[src/design/pot_pkg.sv]
package pot_pkg;

  localparam int MAX_VALUES  = 16;
  localparam int IDX_W       = $clog2(MAX_VALUES);
  localparam int TABLE_DEPTH = MAX_VALUES * MAX_VALUES;
  localparam int ADDR_W      = $clog2(TABLE_DEPTH);
  localparam int DOM_W       = 5;
  localparam int CNT_W       = 9;

  localparam logic [2:0] OP_CLEAR  = 3'd0;
  localparam logic [2:0] OP_LEARN  = 3'd1;
  localparam logic [2:0] OP_LOOKUP = 3'd2;
  localparam logic [2:0] OP_COMM   = 3'd3;
  localparam logic [2:0] OP_IDENT  = 3'd4;

  localparam logic [1:0] ST_OK       = 2'd0;
  localparam logic [1:0] ST_CONFLICT = 2'd1;
  localparam logic [1:0] ST_DOMAIN   = 2'd2;
  localparam logic [1:0] ST_UNARY    = 2'd3;

  localparam logic [1:0] CFG_ARITY    = 2'd0;
  localparam logic [1:0] CFG_DOMAIN_A = 2'd1;
  localparam logic [1:0] CFG_DOMAIN_B = 2'd2;

  localparam logic [1:0] ARITY_BINARY = 2'd2;

  typedef struct packed {
    logic accept;
    logic scan_issue;
    logic finish;
  } ctrl_cmd_t;

  typedef struct packed {
    logic scan_req;
    logic scan_last;
  } dp_stat_t;

endpackage

[src/design/pot_ctrl.sv]
module pot_ctrl (
  input  logic               clk,
  input  logic               rst_n,
  input  logic               start,
  input  pot_pkg::dp_stat_t  stat,
  output pot_pkg::ctrl_cmd_t cmd,
  output logic               busy
);
  import pot_pkg::*;

  typedef enum logic [3:0] {
    S_IDLE   = 4'b0001,
    S_SCAN   = 4'b0010,
    S_DRAIN  = 4'b0100,
    S_FINISH = 4'b1000
  } state_t;

  state_t state_r;
  state_t state_nxt;

  always_comb begin
    state_nxt      = state_r;
    cmd.accept     = 1'b0;
    cmd.scan_issue = 1'b0;
    cmd.finish     = 1'b0;
    case (state_r)
      S_IDLE: begin
        if (start) begin
          cmd.accept = 1'b1;
          state_nxt  = stat.scan_req ? S_SCAN : S_FINISH;
        end
      end
      S_SCAN: begin
        cmd.scan_issue = 1'b1;
        if (stat.scan_last) begin
          state_nxt = S_DRAIN;
        end
      end
      S_DRAIN: begin
        state_nxt = S_FINISH;
      end
      S_FINISH: begin
        cmd.finish = 1'b1;
        state_nxt  = S_IDLE;
      end
      default: begin
        state_nxt = S_IDLE;
      end
    endcase
  end

  always_ff @(posedge clk) begin
    if (!rst_n) begin
      state_r <= S_IDLE;
    end else begin
      state_r <= state_nxt;
    end
  end

  assign busy = (state_r != S_IDLE);

endmodule

[src/design/pot_dp.sv]
module pot_dp (
  input  logic               clk,
  input  logic               rst_n,
  input  pot_pkg::ctrl_cmd_t cmd,
  output pot_pkg::dp_stat_t  stat,
  input  logic [2:0]         in_operation,
  input  logic [3:0]         in_arg_a,
  input  logic [3:0]         in_arg_b,
  input  logic [3:0]         in_value,
  input  logic               cfg_we,
  input  logic [1:0]         cfg_index,
  input  logic [4:0]         cfg_data,
  output logic               out_valid,
  output logic [1:0]         out_status,
  output logic               out_grounded,
  output logic [3:0]         out_stored_value,
  output logic               out_matches_res,
  output logic               out_verdict,
  output logic [3:0]         out_found_a,
  output logic [3:0]         out_found_b,
  output logic [8:0]         out_grounded_count
);
  import pot_pkg::*;

  function automatic logic [ADDR_W-1:0] slot_of(input logic [IDX_W-1:0] a,
                                                input logic [IDX_W-1:0] b,
                                                input logic [DOM_W-1:0] db);
    logic [IDX_W+DOM_W-1:0] full;
    full = ({{DOM_W{1'b0}}, a} * {{IDX_W{1'b0}}, db}) + {{DOM_W{1'b0}}, b};
    return full[ADDR_W-1:0];
  endfunction

  localparam logic [DOM_W-1:0] MAX_DOM  = DOM_W'(MAX_VALUES);
  localparam logic [IDX_W-1:0] LAST_IDX = IDX_W'(MAX_VALUES - 1);

  logic [1:0]       arity_r;
  logic [DOM_W-1:0] domain_a_r;
  logic [DOM_W-1:0] domain_b_r;

  logic             binary;
  logic [DOM_W-1:0] eff_da;
  logic [DOM_W-1:0] eff_db;

  logic [TABLE_DEPTH-1:0] valid_r;
  logic [3:0]             mem [TABLE_DEPTH];
  logic [ADDR_W-1:0]      rd_addr_a;
  logic [ADDR_W-1:0]      rd_addr_b;
  logic [3:0]             rd_a_r;
  logic [3:0]             rd_b_r;

  logic [IDX_W-1:0]  in_b_eff;
  logic              in_dom;
  logic [ADDR_W-1:0] in_addr;

  logic [2:0]        op_r;
  logic [3:0]        v_r;
  logic [ADDR_W-1:0] addr_r;
  logic              indom_r;
  logic              grd_r;
  logic [CNT_W-1:0]  count_r;
  logic [CNT_W-1:0]  count_nxt;
  logic              do_write;

  logic [ADDR_W-1:0] scan_cnt_r;
  logic [IDX_W-1:0]  sc_i;
  logic [IDX_W-1:0]  sc_j;
  logic [ADDR_W-1:0] sc_addr_a;
  logic [ADDR_W-1:0] sc_addr_b;
  logic              sc_dom_a;
  logic              sc_dom_b;

  logic              s_vld_r;
  logic [IDX_W-1:0]  s_i_r;
  logic [IDX_W-1:0]  s_j_r;
  logic              s_ga_r;
  logic              s_gb_r;

  logic              shared_r;
  logic              diff_r;
  logic [IDX_W-1:0]  comm_a_r;
  logic [IDX_W-1:0]  comm_b_r;
  logic              row_ok_r;
  logic              row_chk_r;
  logic              id_found_r;
  logic [IDX_W-1:0]  id_c_r;

  logic              both;
  logic              id_fail;
  logic              ok_now;
  logic              chk_now;

  logic              out_valid_r;
  logic [1:0]        status_r;
  logic              grounded_r;
  logic [3:0]        stored_r;
  logic              match_r;
  logic              verdict_r;
  logic [3:0]        found_a_r;
  logic [3:0]        found_b_r;
  logic [CNT_W-1:0]  gcount_r;

  always_ff @(posedge clk) begin
    if (!rst_n) begin
      arity_r    <= ARITY_BINARY;
      domain_a_r <= MAX_DOM;
      domain_b_r <= MAX_DOM;
    end else if (cfg_we) begin
      case (cfg_index)
        CFG_ARITY:    arity_r    <= cfg_data[1:0];
        CFG_DOMAIN_A: domain_a_r <= cfg_data;
        CFG_DOMAIN_B: domain_b_r <= cfg_data;
        default: begin
        end
      endcase
    end
  end

  assign binary = (arity_r == ARITY_BINARY);
  assign eff_da = (domain_a_r > MAX_DOM) ? MAX_DOM : domain_a_r;
  assign eff_db = !binary ? DOM_W'(1) : ((domain_b_r > MAX_DOM) ? MAX_DOM : domain_b_r);

  assign in_b_eff = binary ? in_arg_b : '0;
  assign in_dom   = ({{(DOM_W-IDX_W){1'b0}}, in_arg_a} < eff_da) &&
                    ({{(DOM_W-IDX_W){1'b0}}, in_b_eff} < eff_db);
  assign in_addr  = slot_of(in_arg_a, in_b_eff, eff_db);

  assign sc_i      = scan_cnt_r[ADDR_W-1:IDX_W];
  assign sc_j      = scan_cnt_r[IDX_W-1:0];
  assign sc_addr_a = slot_of(sc_i, sc_j, eff_db);
  assign sc_addr_b = slot_of(sc_j, sc_i, eff_db);
  assign sc_dom_a  = ({{(DOM_W-IDX_W){1'b0}}, sc_i} < eff_da) &&
                     ({{(DOM_W-IDX_W){1'b0}}, sc_j} < eff_db);
  assign sc_dom_b  = ({{(DOM_W-IDX_W){1'b0}}, sc_j} < eff_da) &&
                     ({{(DOM_W-IDX_W){1'b0}}, sc_i} < eff_db);

  assign rd_addr_a = cmd.scan_issue ? sc_addr_a : in_addr;
  assign rd_addr_b = sc_addr_b;

  assign stat.scan_req  = binary && ((in_operation == OP_COMM) || (in_operation == OP_IDENT));
  assign stat.scan_last = (scan_cnt_r == {ADDR_W{1'b1}});

  assign do_write = cmd.finish && (op_r == OP_LEARN) && indom_r && !grd_r;

  always_ff @(posedge clk) begin
    if (do_write) begin
      mem[addr_r] <= v_r;
    end
    rd_a_r <= mem[rd_addr_a];
    rd_b_r <= mem[rd_addr_b];
  end

  always_ff @(posedge clk) begin
    if (!rst_n) begin
      valid_r <= '0;
    end else if (cmd.finish && (op_r == OP_CLEAR)) begin
      valid_r <= '0;
    end else if (do_write) begin
      valid_r[addr_r] <= 1'b1;
    end
  end

  always_comb begin
    count_nxt = count_r;
    if (cmd.finish && (op_r == OP_CLEAR)) begin
      count_nxt = '0;
    end else if (do_write) begin
      count_nxt = count_r + CNT_W'(1);
    end
  end

  always_ff @(posedge clk) begin
    if (!rst_n) begin
      count_r <= '0;
    end else begin
      count_r <= count_nxt;
    end
  end

  always_ff @(posedge clk) begin
    if (cmd.accept) begin
      op_r    <= in_operation;
      v_r     <= in_value;
      addr_r  <= in_addr;
      indom_r <= in_dom;
      grd_r   <= in_dom && valid_r[in_addr];
    end
  end

  always_ff @(posedge clk) begin
    if (!rst_n) begin
      scan_cnt_r <= '0;
      s_vld_r    <= 1'b0;
    end else begin
      if (cmd.accept) begin
        scan_cnt_r <= '0;
      end else if (cmd.scan_issue) begin
        scan_cnt_r <= scan_cnt_r + ADDR_W'(1);
      end
      s_vld_r <= cmd.scan_issue;
    end
  end

  always_ff @(posedge clk) begin
    s_i_r  <= sc_i;
    s_j_r  <= sc_j;
    s_ga_r <= sc_dom_a && valid_r[sc_addr_a];
    s_gb_r <= sc_dom_b && valid_r[sc_addr_b];
  end

  assign both    = s_ga_r && s_gb_r;
  assign id_fail = (s_ga_r && (rd_a_r != s_j_r)) || (s_gb_r && (rd_b_r != s_j_r));
  assign ok_now  = row_ok_r && !id_fail;
  assign chk_now = row_chk_r || s_ga_r || s_gb_r;

  always_ff @(posedge clk) begin
    if (!rst_n) begin
      shared_r   <= 1'b0;
      diff_r     <= 1'b0;
      row_ok_r   <= 1'b1;
      row_chk_r  <= 1'b0;
      id_found_r <= 1'b0;
    end else if (cmd.accept) begin
      shared_r   <= 1'b0;
      diff_r     <= 1'b0;
      row_ok_r   <= 1'b1;
      row_chk_r  <= 1'b0;
      id_found_r <= 1'b0;
    end else if (s_vld_r) begin
      if (both) begin
        shared_r <= 1'b1;
      end
      if (both && (rd_a_r != rd_b_r) && !diff_r) begin
        diff_r <= 1'b1;
      end
      if (s_j_r == LAST_IDX) begin
        row_ok_r  <= 1'b1;
        row_chk_r <= 1'b0;
        if (ok_now && chk_now && !id_found_r) begin
          id_found_r <= 1'b1;
        end
      end else begin
        row_ok_r  <= ok_now;
        row_chk_r <= chk_now;
      end
    end
  end

  always_ff @(posedge clk) begin
    if (cmd.accept) begin
      comm_a_r <= '0;
      comm_b_r <= '0;
      id_c_r   <= '0;
    end else if (s_vld_r) begin
      if (both && (rd_a_r != rd_b_r) && !diff_r) begin
        comm_a_r <= s_i_r;
        comm_b_r <= s_j_r;
      end
      if ((s_j_r == LAST_IDX) && ok_now && chk_now && !id_found_r) begin
        id_c_r <= s_i_r;
      end
    end
  end

  always_ff @(posedge clk) begin
    if (!rst_n) begin
      out_valid_r <= 1'b0;
    end else begin
      out_valid_r <= cmd.finish;
    end
  end

  always_ff @(posedge clk) begin
    if (cmd.finish) begin
      status_r   <= ST_OK;
      grounded_r <= 1'b0;
      stored_r   <= '0;
      match_r    <= 1'b0;
      verdict_r  <= 1'b0;
      found_a_r  <= '0;
      found_b_r  <= '0;
      gcount_r   <= count_nxt;
      case (op_r)
        OP_LEARN: begin
          if (!indom_r) begin
            status_r <= ST_DOMAIN;
          end else if (grd_r && (rd_a_r != v_r)) begin
            status_r <= ST_CONFLICT;
          end
        end
        OP_LOOKUP: begin
          if (!indom_r) begin
            status_r <= ST_DOMAIN;
          end else begin
            grounded_r <= grd_r;
            stored_r   <= grd_r ? rd_a_r : 4'd0;
            match_r    <= grd_r && (rd_a_r == v_r);
          end
        end
        OP_COMM: begin
          if (!binary) begin
            status_r <= ST_UNARY;
          end else begin
            verdict_r <= !diff_r && shared_r;
            found_a_r <= 4'(comm_a_r);
            found_b_r <= 4'(comm_b_r);
          end
        end
        OP_IDENT: begin
          if (!binary) begin
            status_r <= ST_UNARY;
          end else begin
            verdict_r <= id_found_r;
            found_a_r <= 4'(id_c_r);
          end
        end
        default: begin
        end
      endcase
    end
  end

  assign out_valid          = out_valid_r;
  assign out_status         = status_r;
  assign out_grounded       = grounded_r;
  assign out_stored_value   = stored_r;
  assign out_matches_res    = match_r;
  assign out_verdict        = verdict_r;
  assign out_found_a        = found_a_r;
  assign out_found_b        = found_b_r;
  assign out_grounded_count = gcount_r;

endmodule

[src/design/partial_operation_table_top.sv]
// Partial operation table: learns a one or two argument operation from examples.
// An item is taken at a rising edge where start is high and busy is low; its
// fields are operation, arg_a, arg_b and value. Every item gives exactly one
// result beat, shown on the out_ ports for a single cycle while out_valid is high.
// Clear, learn, lookup, unknown operations and queries on a unary table read the
// table memory at the accepting edge; the item completes in the next cycle and its
// result beat appears in the cycle after that, during which a new item may already
// be accepted. The commutativity and identity queries walk all 256 argument pairs
// through the two read ports of the answer memory, one pair per cycle; busy stays
// high through the scan, drain and finish states, and the result beat follows in
// the next cycle. Configuration (arity, domain_a, domain_b) is written through
// cfg_we, cfg_index and cfg_data; the user must write it only while the block is
// idle, which the block does not enforce; domain changes do not clear the table.
// Synchronous reset sets binary arity with both domains at 16, clears every valid
// bit and the entry count, and leaves the answer memory as it was.
// The receiver cannot hold a result back, so no result is ever stalled.
module partial_operation_table_top (
  input  logic       clk,
  input  logic       rst_n,
  input  logic       start,
  output logic       busy,
  input  logic [2:0] in_operation,
  input  logic [3:0] in_arg_a,
  input  logic [3:0] in_arg_b,
  input  logic [3:0] in_value,
  input  logic       cfg_we,
  input  logic [1:0] cfg_index,
  input  logic [4:0] cfg_data,
  output logic       out_valid,
  output logic [1:0] out_status,
  output logic       out_grounded,
  output logic [3:0] out_stored_value,
  output logic       out_matches_res,
  output logic       out_verdict,
  output logic [3:0] out_found_a,
  output logic [3:0] out_found_b,
  output logic [8:0] out_grounded_count
);
  import pot_pkg::*;

  ctrl_cmd_t cmd;
  dp_stat_t  stat;

  pot_ctrl u_ctrl (
    .clk   (clk),
    .rst_n (rst_n),
    .start (start),
    .stat  (stat),
    .cmd   (cmd),
    .busy  (busy)
  );

  pot_dp u_dp (
    .clk                (clk),
    .rst_n              (rst_n),
    .cmd                (cmd),
    .stat               (stat),
    .in_operation       (in_operation),
    .in_arg_a           (in_arg_a),
    .in_arg_b           (in_arg_b),
    .in_value           (in_value),
    .cfg_we             (cfg_we),
    .cfg_index          (cfg_index),
    .cfg_data           (cfg_data),
    .out_valid          (out_valid),
    .out_status         (out_status),
    .out_grounded       (out_grounded),
    .out_stored_value   (out_stored_value),
    .out_matches_res    (out_matches_res),
    .out_verdict        (out_verdict),
    .out_found_a        (out_found_a),
    .out_found_b        (out_found_b),
    .out_grounded_count (out_grounded_count)
  );

endmodule

[config.mk]
export PLATFORM = sky130hd
export DESIGN_NAME = partial_operation_table_top
export DESIGN_NICKNAME = d
export VERILOG_FILES = /design/src/design/pot_pkg.sv /design/src/design/pot_ctrl.sv /design/src/design/pot_dp.sv /design/src/design/partial_operation_table_top.sv
export SDC_FILE = /design/constraint.sdc
export NUM_CORES = 2
export LEC_CHECK = 0
export BUFFER_PORTS_ARGS = -buffer_cell sky130_fd_sc_hd__buf_4
export CAP_MARGIN = 40
export CORE_AREA = 10 10 383 385
export CTS_BUF_LIST = sky130_fd_sc_hd__clkbuf_4
export CTS_CLUSTER_SIZE = 14
export DETAILED_ROUTE_END_ITERATION = 7
export DIE_AREA = 0 0 393 395
export PLACE_DENSITY_LB_ADDON = 0.25
export RECOVER_POWER = 25
export SLEW_MARGIN = 40
export SYNTH_ARGS = -nofsm -noshare
export SYNTH_HDL_FRONTEND = slang
export SYNTH_HIERARCHICAL = 1
export SYNTH_SLANG_ARGS = --single-unit
[constraint.sdc]
create_clock -name clk -period 15.6 [get_ports clk]
set_clock_uncertainty 0.15 [all_clocks]
set_input_delay 2.34 -clock clk [delete_from_list [all_inputs] [get_ports clk]]
set_output_delay 2.34 -clock clk [all_outputs]
set_load 0.005 [all_outputs]
==> results.yml <==
global_routing:
  grt_usage: 0.283
  grtUsageMet1: 0.378
  busiest_layer: "met2"
  antenna_found_initial: 7
  met2_usage: 0.422
  grt_use_met3: 0.0806
  grt_pass1_vias: 46000
  grt-ovfl-total: 0
  grt_pass1_wl_mm: 322
  grt_max_degree: 173
route:
  routed_wl_mm: 222
  drt_pass1_iterations: 7
  vias: 47100
  routedWlPerCell_um: 31.4
  ant_nets: 0
  viasPerCell: 6.67
  initialDrtViolationCount: 6697
  drc: 0
placement:
  io_buffers: 53
  place_area_um2: 71400
  hpwl_mm: 143
  gp_congestion: 0.911
clock_tree:
  postCtsSetupRepairBufs: 0
  root_buffer: "clkbuf_4"
  htreeDepth: 5
  clock_path_buffers: 4
  cts-resized-gates: 0
  hold_buffers: 0
  cts_sinks: 1393
  clock_latency_ps: 1360
  clkTransAtPathRegs_ps: 60
  numCtsBuffers: 370
  tritoncts: "built"
floorplan:
  core_area_um2: 139000
  start_util: 0.497
  fp-row-count: 137
  fp.dieH_um: 395
  die_area_um2: 155000
  boundaryPins: 54
  fp.dieW_um: 393
logic_synthesis:
  synth_ff_type: "edfxtp_1"
  synth.distinct_cells: 69
  yosys.area.top_type_share: 0.465
  synthArstFlopShare: 0
  synth_cells: 4773
  netlist_top_cells_area: "edfxtp_1 46%, mux4_2 23%, dfxtp_1 9.5%"
  yosysWarnings: 6
  synth_seq_area_share: 0.559
  syn_nets: 4900
  synth_seq_cells: 1393
  synth_edf_count: 1067
  yosysTopAreaCell: "edfxtp_1"
  syn_area_um2: 69000
  synth_area_per_cell_um2: 14.5
timing:
  holdWs_ps: 315
  rsz0062_at_grt: "false"
  fin_crit_sh: 0.660
  hold_viol_final: 0
  min_period_ps: 10300
  slew_violations: 845
  slew_headroom: -4.27
  worstMarginPinSlew_ps: 7900
  fin_tns_setup_ps: 0
  setup_viol_count_final: 0
  fmax_mhz: 97.1
pwr:
  power_mw: 8.19
  power_frac_seq: 0.494
  internal_power_mw: 6.00
  p_per_area_nw_per_um2: 108
  p_comb_frac: 0.110
  sw_frac_of_total: 0.267
  power_frac_clock: 0.396
  p_leak_nw: 25.3
  peakVddDrop_uv: 90.2
  power.switching_mw: 2.19
worst_setup_path:
  crit_chain: "clkbuf_1 > clkbuf_1"
  crit_fanout: 172
  crit_top_cell: "clkbuf_1"
  crit_slowest_cell: "clkbuf_1"
  cp-start-kind: "flop"
  critPathTopFamily: "buffers and inverters"
  path_buf_inv: 2
  required_ps: 15340
  arrival_ps: 10040
  end_kind: "flop"
  path_class: "flop to flop"
  max_stage_delay_ps: 5670
finish:
  final.fill_count: 11300
  nets: 5088
  drive_above_1_share: 0.288
  fin_area_um2: 76100
  syn_to_final_growth_pct: 10.4
job:
  maxCapViolCount: 9
status:
  violations: "capacitance limit, slew limit"
  outcome: "finished with violations"
hold_path:
  hp-class: "flop to flop"
==> metrics by stage <==
step           setup slack [ps]  utilization  instances
6_report                   5300        0.548       7057
5_1_grt                    4620        0.548       7055
4_1_cts                    8010        0.548       7049
3_5_place_dp               7440        0.514       6394
3_3_place_gp               7230        0.513       6391
2_1_floorplan              8980            -       4773
==> worst min-delay path, stage by stage (launching register included) <==
cell	delay [ps]
dfxtp_1	310
inv_1	50
a21oi_1	60
==> cells in the final DEF, fill, tap and decap left out, types with 32 or more instances in the layout <==
| cell type | n |
|---|---|
| edfxtp_1 | 1067 |
| clkinv_1 | 63 |
| dfxtp_1 | 326 |
| a21oi_1 | 59 |
| o21ai_0 | 38 |
| a31oi_1 | 35 |
| mux4_2 | 712 |
| nor2_1 | 837 |
| nor2b_1 | 32 |
| nand3_1 | 152 |
| inv_1 | 56 |
| a22oi_1 | 33 |
| ha_1 | 71 |
| buf_4 | 116 |
| nand2_1 | 453 |
| clkbuf_4 | 566 |
| mux2i_1 | 152 |
==> cell type report <==
type	instances	area (um2)	area share
multi-input cells	2982	29100	0.382
diodes	6	15.0	0.000197
repair buffers	157	1270	0.0166
flip-flops and latches	1393	38600	0.507
inverters	57	214	0.00281
clock buffers	562	4220	0.0554
clock inverters	93	488	0.00641
well taps	1807	2260	0.0297
==> flip-flops by register name (all words and copies together) (netlist names), 3 cells and up <==
name / count
u_ctrl/state_r: 4
u_dp/v_r: 4
u_dp/s_i_r: 4
u_dp/id_c_r: 4
u_dp/count_r: 9
u_dp/out_found_a: 4
u_dp/out_stored_value: 4
u_dp/scan_cnt_r: 8
u_dp/mem: 1024
u_dp/comm_b_r: 4
u_dp/rd_b_r: 4
u_dp/addr_r: 8
u_dp/s_j_r: 4
u_dp/out_found_b: 4
u_dp/domain_b_r: 5
u_dp/op_r: 3
u_dp/out_grounded_count: 9
u_dp/comm_a_r: 4
u_dp/domain_a_r: 5
u_dp/valid_r: 256
u_dp/rd_a_r: 4
==> power groups by stage <==
stage	Clock, mW	Sequential [mW]	Combinational (mW)
after detailed placement	0	4.11	0.873
after global routing	3.49	4.05	0.928
after CTS	3.29	4.03	0.875
after floorplan	0	4.14	0.504
after global placement	0	4.12	0.863
final	3.24	4.05	0.901
==> path summary, 6_finish.rpt <==
check             slack, ps                          end                        start  depth (start not counted)
setup / recovery       5300   u_dp/mem[114][3]$_DFFE_PP_        u_dp/v_r[3]$_DFFE_PP_                          2
hold / removal          320  u_dp/row_chk_r$_SDFFE_PP0P_  u_dp/row_chk_r$_SDFFE_PP0P_                          2
setup reg to reg       5300   u_dp/mem[114][3]$_DFFE_PP_        u_dp/v_r[3]$_DFFE_PP_                          2
hold reg to reg         320  u_dp/row_chk_r$_SDFFE_PP0P_  u_dp/row_chk_r$_SDFFE_PP0P_                          2
==> kinds of logic after synthesis <==
logic type / Yosys count / share of synthesized area
simple gates: 1637 / 0.0992
fa+ha+maj: 101 / 0.0209
compound gates: 316 / 0.0321
xor+xnor: 54 / 0.00697
mux: 874 / 0.256
flops: 1393 / 0.559
buf+inv: 398 / 0.0256
==> synth_stat cells (all sizes together) (26+ instances only) <==
| cell | count |
|---|---|
| a221oi | 29 |
| mux2i | 157 |
| a31oi | 35 |
| nor2b | 32 |
| and2 | 34 |
| buf | 150 |
| a21oi | 61 |
| edfxtp | 1067 |
| ha | 77 |
| xnor2 | 29 |
| nor2 | 845 |
| dfxtp | 326 |
| clkbuf | 191 |
| and3 | 27 |
| nand3 | 159 |
| a22oi | 33 |
| inv | 57 |
| a32oi | 26 |
| mux4 | 712 |
| nand2 | 454 |
| nand4 | 27 |
| o21ai | 38 |
==> layer usage <==
layer | up-vias | share of wire
li1 | 19200 | -
met1 | 23800 | 0.36
met2 | 3429 | 0.45
met3 | 674 | 0.13
met4 | 8 | 0.056
met5 | - | 0.00021
(Power assumes the default switching activity.)
